### src/hdl/s5scan_pkg.sv
// Shared types and constants for the AML _S5_ sleep-type scanner.
// No dependencies; the core, the top level and the testbench import this package.

package s5scan_pkg;

	// Byte codes seen in the definition block body, the sleep-type shift and the name window size.
	localparam logic [31:0] NAME_S5     = 32'h5F53_355F;
	localparam logic [7:0]  OP_PACKAGE  = 8'h12;
	localparam logic [7:0]  OP_ONE      = 8'h01;
	localparam logic [7:0]  OP_BYTE     = 8'h0A;
	localparam logic [7:0]  OP_WORD     = 8'h0B;
	localparam logic [7:0]  OP_DWORD    = 8'h0C;
	localparam int          SLP_SHIFT   = 10;
	localparam int          SLP_KEEP    = 16 - SLP_SHIFT;
	localparam logic [2:0]  WINDOW_FULL = 3'd4;

	// Parser phase.
	typedef enum logic [3:0] {
		PH_SCAN    = 4'd0,
		PH_PKGLEN  = 4'd1,
		PH_PKGSKIP = 4'd2,
		PH_NUMEL   = 4'd3,
		PH_OP_A    = 4'd4,
		PH_BYTES_A = 4'd5,
		PH_OP_B    = 4'd6,
		PH_BYTES_B = 4'd7,
		PH_DONE    = 4'd8
	} phase_t;

	// One result item.
	typedef struct packed {
		logic        found;
		logic [15:0] sleep_type_a;
		logic [15:0] sleep_type_b;
	} result_t;

	// Place the low bits of an integer into a sleep-type field.
	function automatic logic [15:0] slp_field(input logic [SLP_KEEP-1:0] v);
		slp_field = {v, {SLP_SHIFT{1'b0}}};
	endfunction

endpackage

### src/hdl/s5scan_in_if.sv
// Input channel of the scanner: one body byte per item with an end marker.
// No dependencies.

interface s5scan_in_if;
	logic       valid;
	logic       ready;
	logic [7:0] data_byte;
	logic       last_byte;

	modport source (output valid, output data_byte, output last_byte, input ready);
	modport sink (input valid, input data_byte, input last_byte, output ready);
endinterface

### src/hdl/s5scan_out_if.sv
// Output channel of the scanner: one sleep-type result per item.
// No dependencies.

interface s5scan_out_if;
	logic        valid;
	logic        ready;
	logic        found;
	logic [15:0] sleep_type_a;
	logic [15:0] sleep_type_b;

	modport source (output valid, output found, output sleep_type_a, output sleep_type_b,
		input ready);
	modport sink (input valid, input found, input sleep_type_a, input sleep_type_b,
		output ready);
endinterface

### src/hdl/aml_s5_sleep_type_scanner.sv
// Top level of the AML _S5_ sleep-type scanner: input register, parser, result register.
// Depends on s5scan_pkg, s5scan_in_if, s5scan_out_if and s5scan_core.
//
//   channel   direction   carries
//   in_ch     sink        data_byte, last_byte
//   out_ch    source      found, sleep_type_a, sleep_type_b
//
// One byte is accepted per cycle unless stalled; any result goes on to the result register.
// The rate is set by the phase update loop in s5scan_core, one byte per cycle when not stalled.
// A stalled result holds both registers; the input register still takes a byte when empty.
// Reset clears the parser to the name scan and empties both registers.

module aml_s5_sleep_type_scanner
	import s5scan_pkg::*;
(
	input  logic clk,
	input  logic arst_n,
	s5scan_in_if.sink    in_ch,
	s5scan_out_if.source out_ch
);

	logic       valid_s1;
	logic [7:0] byte_s1;
	logic       last_s1;
	logic       advance;
	logic       step;
	logic       res_valid;
	result_t    res;
	logic       out_valid_q;
	result_t    out_q;

	assign advance     = !out_valid_q || out_ch.ready;
	assign step        = valid_s1 && advance;
	assign in_ch.ready = advance || !valid_s1;

	// Input register.
	always_ff @(posedge clk or negedge arst_n) begin
		if (!arst_n) begin
			valid_s1 <= 1'b0;
		end else if (in_ch.ready) begin
			valid_s1 <= in_ch.valid;
		end
	end

	always_ff @(posedge clk) begin
		if (in_ch.ready && in_ch.valid) begin
			byte_s1 <= in_ch.data_byte;
			last_s1 <= in_ch.last_byte;
		end
	end

	s5scan_core u_core (
		.clk       (clk),
		.arst_n    (arst_n),
		.step      (step),
		.data_byte (byte_s1),
		.last_byte (last_s1),
		.res_valid (res_valid),
		.res       (res)
	);

	// Result register.
	always_ff @(posedge clk or negedge arst_n) begin
		if (!arst_n) begin
			out_valid_q <= 1'b0;
		end else if (advance) begin
			out_valid_q <= step && res_valid;
		end
	end

	always_ff @(posedge clk) begin
		if (step && res_valid) begin
			out_q <= res;
		end
	end

	assign out_ch.valid        = out_valid_q;
	assign out_ch.found        = out_q.found;
	assign out_ch.sleep_type_a = out_q.sleep_type_a;
	assign out_ch.sleep_type_b = out_q.sleep_type_b;

`ifndef SYNTHESIS
	// The sleep-type fields always carry zeros below the shift.
	assert property (@(posedge clk) disable iff (!arst_n)
		out_valid_q |-> (out_q.sleep_type_a[SLP_SHIFT-1:0] == '0 &&
			out_q.sleep_type_b[SLP_SHIFT-1:0] == '0))
		else $error("sleep-type field has low bits set");

	// A miss report carries zero values.
	assert property (@(posedge clk) disable iff (!arst_n)
		(out_valid_q && !out_q.found) |-> (out_q.sleep_type_a == '0 && out_q.sleep_type_b == '0))
		else $error("miss report with nonzero values");

	// A byte held by an output stall stays in the input register.
	assert property (@(posedge clk) disable iff (!arst_n)
		(valid_s1 && !advance) |=> (valid_s1 && $stable(byte_s1) && $stable(last_s1)))
		else $error("input register changed during a stall");
`endif

endmodule

### src/hdl/s5scan_core.sv
// Parser state and next-state logic of the _S5_ scanner.
// Depends on s5scan_pkg.

module s5scan_core
	import s5scan_pkg::*;
(
	input  logic       clk,
	input  logic       arst_n,
	input  logic       step,
	input  logic [7:0] data_byte,
	input  logic       last_byte,
	output logic       res_valid,
	output result_t    res
);

	logic [31:0]         window_q, window_d;
	logic [2:0]          fill_q, fill_d;
	phase_t              phase_q, phase_d;
	logic [1:0]          skip_q, skip_d;
	logic [2:0]          left_q, left_d;
	logic                first_byte_q, first_byte_d;
	logic [SLP_KEEP-1:0] acc_q, acc_d;
	logic [SLP_KEEP-1:0] first_q, first_d;

	logic                fin;
	logic [SLP_KEEP-1:0] fin_val;
	logic [1:0]          skip_dec;
	logic [2:0]          left_dec;

	// Next state for one byte.
	always_comb begin
		window_d     = window_q;
		fill_d       = fill_q;
		phase_d      = phase_q;
		skip_d       = skip_q;
		left_d       = left_q;
		first_byte_d = first_byte_q;
		acc_d        = acc_q;
		first_d      = first_q;
		fin          = 1'b0;
		fin_val      = '0;
		res_valid    = 1'b0;
		res          = '0;
		skip_dec     = skip_q - 2'd1;
		left_dec     = left_q - 3'd1;

		case (phase_q)
			PH_SCAN: begin
				if (fill_q == WINDOW_FULL && window_q == NAME_S5 && data_byte == OP_PACKAGE) begin
					phase_d = PH_PKGLEN;
				end else begin
					window_d = {window_q[23:0], data_byte};
					if (fill_q < WINDOW_FULL) begin
						fill_d = fill_q + 3'd1;
					end
				end
			end
			PH_PKGLEN: begin
				if (data_byte[7:6] == 2'd0) begin
					phase_d = PH_NUMEL;
				end else begin
					skip_d  = data_byte[7:6];
					phase_d = PH_PKGSKIP;
				end
			end
			PH_PKGSKIP: begin
				skip_d = skip_dec;
				if (skip_dec == 2'd0) begin
					phase_d = PH_NUMEL;
				end
			end
			PH_NUMEL: begin
				phase_d = PH_OP_A;
			end
			PH_OP_A, PH_OP_B: begin
				acc_d        = '0;
				first_byte_d = 1'b1;
				if (data_byte inside {OP_BYTE, OP_WORD, OP_DWORD}) begin
					left_d  = (data_byte == OP_BYTE) ? 3'd1 : (data_byte == OP_WORD) ? 3'd2 : 3'd4;
					phase_d = (phase_q == PH_OP_A) ? PH_BYTES_A : PH_BYTES_B;
				end else begin
					fin     = 1'b1;
					fin_val = (data_byte == OP_ONE) ? SLP_KEEP'(1) : '0;
				end
			end
			PH_BYTES_A, PH_BYTES_B: begin
				// Only the lowest byte reaches the kept bits of the result.
				if (first_byte_q) begin
					acc_d = data_byte[SLP_KEEP-1:0];
				end
				first_byte_d = 1'b0;
				left_d       = left_dec;
				if (left_dec == 3'd0) begin
					fin     = 1'b1;
					fin_val = acc_d;
				end
			end
			default: begin
			end
		endcase

		// A finished integer is either stored or completes the pair.
		if (fin) begin
			if (phase_q == PH_OP_A || phase_q == PH_BYTES_A) begin
				first_d = fin_val;
				phase_d = PH_OP_B;
			end else begin
				res_valid        = 1'b1;
				res.found        = 1'b1;
				res.sleep_type_a = slp_field(first_q);
				res.sleep_type_b = slp_field(fin_val);
				phase_d          = PH_DONE;
			end
		end

		// End of block: report a miss if nothing was reported, then restart.
		if (last_byte) begin
			if (!res_valid && phase_d != PH_DONE) begin
				res_valid = 1'b1;
				res       = '0;
			end
			window_d     = '0;
			fill_d       = '0;
			phase_d      = PH_SCAN;
			skip_d       = '0;
			left_d       = '0;
			first_byte_d = 1'b0;
			acc_d        = '0;
			first_d      = '0;
		end
	end

	// State registers, updated once per processed byte.
	always_ff @(posedge clk or negedge arst_n) begin
		if (!arst_n) begin
			window_q     <= '0;
			fill_q       <= '0;
			phase_q      <= PH_SCAN;
			skip_q       <= '0;
			left_q       <= '0;
			first_byte_q <= 1'b0;
			acc_q        <= '0;
			first_q      <= '0;
		end else if (step) begin
			window_q     <= window_d;
			fill_q       <= fill_d;
			phase_q      <= phase_d;
			skip_q       <= skip_d;
			left_q       <= left_d;
			first_byte_q <= first_byte_d;
			acc_q        <= acc_d;
			first_q      <= first_d;
		end
	end

endmodule

### src/flat_wrapper.sv
// flat-port wrapper written by rule: the top's interface ports become plain ports
module aml_s5_sleep_type_scanner_flat import s5scan_pkg::*;
  (clk, arst_n, in_ch_valid, in_ch_data_byte, in_ch_last_byte, in_ch_ready, out_ch_valid, out_ch_found, out_ch_sleep_type_a, out_ch_sleep_type_b, out_ch_ready);
  s5scan_in_if in_ch_i ();
  s5scan_out_if out_ch_i ();
  input  logic clk;
  input  logic arst_n;
  input wire logic [$bits(in_ch_i.valid)-1:0] in_ch_valid;
  input wire logic [$bits(in_ch_i.data_byte)-1:0] in_ch_data_byte;
  input wire logic [$bits(in_ch_i.last_byte)-1:0] in_ch_last_byte;
  output wire logic [$bits(in_ch_i.ready)-1:0] in_ch_ready;
  output wire logic [$bits(out_ch_i.valid)-1:0] out_ch_valid;
  output wire logic [$bits(out_ch_i.found)-1:0] out_ch_found;
  output wire logic [$bits(out_ch_i.sleep_type_a)-1:0] out_ch_sleep_type_a;
  output wire logic [$bits(out_ch_i.sleep_type_b)-1:0] out_ch_sleep_type_b;
  input wire logic [$bits(out_ch_i.ready)-1:0] out_ch_ready;
  assign in_ch_i.valid = in_ch_valid;
  assign in_ch_i.data_byte = in_ch_data_byte;
  assign in_ch_i.last_byte = in_ch_last_byte;
  assign in_ch_ready = in_ch_i.ready;
  assign out_ch_valid = out_ch_i.valid;
  assign out_ch_found = out_ch_i.found;
  assign out_ch_sleep_type_a = out_ch_i.sleep_type_a;
  assign out_ch_sleep_type_b = out_ch_i.sleep_type_b;
  assign out_ch_i.ready = out_ch_ready;
  aml_s5_sleep_type_scanner u_core (.clk(clk), .arst_n(arst_n), .in_ch(in_ch_i), .out_ch(out_ch_i));
endmodule
### config.mk
export PLATFORM = sky130hd
export DESIGN_NAME = aml_s5_sleep_type_scanner_flat
export DESIGN_NICKNAME = d
export VERILOG_FILES = /design/src/hdl/s5scan_pkg.sv /design/src/hdl/s5scan_in_if.sv /design/src/hdl/s5scan_out_if.sv /design/src/hdl/aml_s5_sleep_type_scanner.sv /design/src/hdl/s5scan_core.sv /design/src/flat_wrapper.sv
export SDC_FILE = /design/constraint.sdc
export NUM_CORES = 1
export LEC_CHECK = 0
export BUFFER_PORTS_ARGS = -buffer_cell sky130_fd_sc_hd__buf_2
export CORE_MARGIN = 2
export CORE_UTILIZATION = 62
export CTS_CLUSTER_DIAMETER = 60
export DETAILED_ROUTE_END_ITERATION = 10
export PLACE_DENSITY = 0.84
export SLEW_MARGIN = 20
export SYNTH_ARGS = -nofsm -noshare
export SYNTH_HDL_FRONTEND = slang
export SYNTH_SLANG_ARGS = --single-unit
### constraint.sdc
create_clock -name clk -period 3.7 [get_ports clk]
set_input_delay 0.925 -clock clk [delete_from_list [all_inputs] [get_ports clk]]
set_output_delay 0.925 -clock clk [all_outputs]
set_load 0.005 [all_outputs]
==> metrics.txt <==
outcome finished clean; core area 5960 um2; power per cell area 460 nW/um2; relative slew slack 38.3%; Pwr Total 1910 uW; yosys warns 0; max cap viols 0; Die Height 82.9 um; worst-path fanout max 32; # rows 28; reg2reg start u_core.u_core.fill_q[0]$_DFFE_PN0P_; synthesized area 3860 um2; Crit. Startpoint u_core.u_core.fill_q[0]$_DFFE_PN0P_; Hold Fails Final Rpt 0; fin. max-slew vios 0; Global Route Usage Sum 22.8%; CTS hold repair buffers 0; TritonCTS Buffers 9; Num Clock Sinks 81; hpwl dp 5280 um; RePlAce Congestion 0.911; number of distinct library cells after synthesis 54; largest net degree at the start of global routing 50; Startpoint Class register; R2R depth 7; Initial Util 64.7%; Max clock buf depth 2; antenna viol nets, final 0; overall die width 82.9 um; via/cell ratio 6.24; Ports 48; Initial DRC Count 280; fin crit period 2.85 ns; ys async rst share 72.8%; worst vdd ir 0.339 mV; Synth Area per Inst 11.9 um2; fraction of layout cells with a size suffix above 1 15.7%; worst setup path class register to register; Clock Skews 0.00888 ns; dpl cells 415; routed wire length 7630 um; DRC errors left 0; CTS tree yes; initial antenna violation count 0; root buffer cell clkbuf_8; post_cts resized 0; Clock Latency Late Sink 0.36 ns; setup TNS 0 ns; register area share after synthesis 55.4%; leak pwr 0.00180 uW; WP data arrival 3.14 ns; final core utilization 69.6%; RSZ-0062 raised after global routing no; grt ovf 0; Worst Hold Class register to register; Main synth FF type dfrtp_1; Yosys reg bits 81; first-pass GRT wire length 12500 um; setup violators final 0; number of synthesized flops with an enable pin 22; Final Hold Slack 0.491 ns; post-synthesis cell count 325; drt pass-1 iters 7; Die ar. 6870 um2; CTS H-tree depth 3; worst hold start u_core.u_core.first_q[4]$_DFFE_PN0P_; Worst-Margin Slew 0.917 ns; post-CTS setup buffers 0; WP data required 3.98 ns; Max Freq 350 MHz; Final Non-Filler Cells 431; vias in the first global route 2559; routed vias 2691; Hold Path Depth 1; synthesis-to-finish area growth 7.53%; Port Buffers 27; n_diodes 0; wire length per cell 17.7 um; part of the cycle the worst path needs 77.1%; CTS clk-pin slew, worst paths 0.08 ns; CP endpoint kind register; nets 369
power by group:
part,total [uW],internal (uW),switching [uW]
Clock,676,354,322
Combinational,201,80.8,120
Sequential,1030,980,51.9
Total,1910,1410,494
metal layers:
layer | vias to the layer above | routed length, um | track usage [%]
li1 | 1243 | - | -
met1 | 1323 | 3230 | 30.2
met2 | 113 | 3830 | 37.6
met3 | 12 | 449 | 4.77
met4 | 0 | 117 | 8.20
met5 | - | 0 | 0
layout make-up:
cell class                 count  area, um2
multi-input combinational    214       1480
sequential                    81       2140
inverter                      13       48.8
clock inverter                 5       61.3
tap                           75       93.8
clock buffer                  11        151
fill                         441       1810
timing repair buffer          32        175
path summary, 6_finish.rpt:
| path | slack [ns] | endpoint |
|---|---|---|
| setup / recovery | 0.85 | u_core.u_core.window_q[17]$_DFFE_PN0P_ |
| hold / removal | 0.49 | u_core.u_core.first_q[4]$_DFFE_PN0P_ |
| setup reg to reg | 0.85 | u_core.u_core.window_q[17]$_DFFE_PN0P_ |
| hold reg to reg | 0.49 | u_core.u_core.first_q[4]$_DFFE_PN0P_ |
| max in group asynchronous | 2.53 | u_core.u_core.phase_q[2]$_DFFE_PN0P_ |
| min in group asynchronous | 0.57 | u_core.u_core.window_q[30]$_DFFE_PN0P_ |
logic make-up after synthesis:
| logic type | synth area share [%] |
|---|---|
| AO/OA/AOI/OAI | 19.4 |
| XOR/XNOR | 0.227 |
| multiplexers | 2.40 |
| adder cells (fa/ha/maj) | 1.62 |
| flip-flops | 55.4 |
| AND/OR/NAND/NOR | 12.7 |
| other | 0.0972 |
| buffers and inverters | 8.08 |
placed cells by master (no fill, tap or decap), drive strengths merged, types with 3 or more instances in the layout:
cell     netlist  final
o2bb2ai        7      7
clkbuf         8     11
nor2b          5      5
a22o          42     42
mux2i          7      7
and2           7      7
nor3b          3      3
inv           13     15
nand2         12     12
ha             5      5
nor2          19     19
o21ai          8      8
conb           1     20
o22ai          3      3
nand3          5      5
a211o          4      4
nor4b          4      4
nand4          5      5
dfrtp         59     59
nor3           5      5
and3           4      4
a21oi         11     11
o211ai         4      4
buf           28     32
edfxtp        22     22
state kept, by name, summed over array words and instances, names as in the netlist, 2 cells and up:
name and cells:
u_core.u_core.left_q 3, u_core.u_core.window_q 32, u_core.u_core.phase_q 4, u_core.out_ch.sleep_type_a 6, u_core.u_core.first_q 6, u_core.u_core.acc_q 6, u_core.out_ch.sleep_type_b 6, u_core.u_core.skip_q 2
u_core.u_core.fill_q 3, u_core.byte_s1 8
cells in the mapped netlist (3+ instances only):
library cell | n | area, um2
nor2b_1 | 5 | 31.3
a22o_1 | 42 | 368
o21ai_0 | 8 | 40.0
nand4_1 | 5 | 31.3
clkbuf_1 | 8 | 30.0
nor3b_1 | 3 | 22.5
dfrtp_1 | 59 | 1480
o22ai_1 | 3 | 18.8
o2bb2ai_1 | 7 | 61.3
buf_4 | 23 | 173
ha_1 | 5 | 62.6
nand3_1 | 4 | 20.0
a211o_1 | 4 | 35.0
nor3_1 | 5 | 25.0
mux2i_1 | 7 | 70.1
a21oi_1 | 11 | 55.1
and2_1 | 7 | 43.8
inv_1 | 13 | 48.8
nand2_1 | 12 | 45.0
nor4b_1 | 4 | 35.0
buf_8 | 3 | 45.0
and3_1 | 4 | 25.0
edfxtp_1 | 22 | 661
o211ai_1 | 4 | 30.0
nor2_1 | 19 | 71.3
worst max-delay path, stage by stage, from the launching register on:
cell      delay [ns]
dfrtp_1         0.41
inv_1           0.07
ha_1            0.17
nand4b_1        0.11
or4_1           0.54
or4_4           0.49
a31oi_4         0.72
a22o_1          0.28
per-stage QoR:
step	setup WS, ns	instance area (um2)
2_1_floorplan	1.28	3930
3_3_place_gp	0.953	3930
3_5_place_dp	0.885	3930
4_1_cts	0.842	4140
5_1_grt	0.703	4150
6_report	0.846	4150
Power figures use the tool's default switching activity.
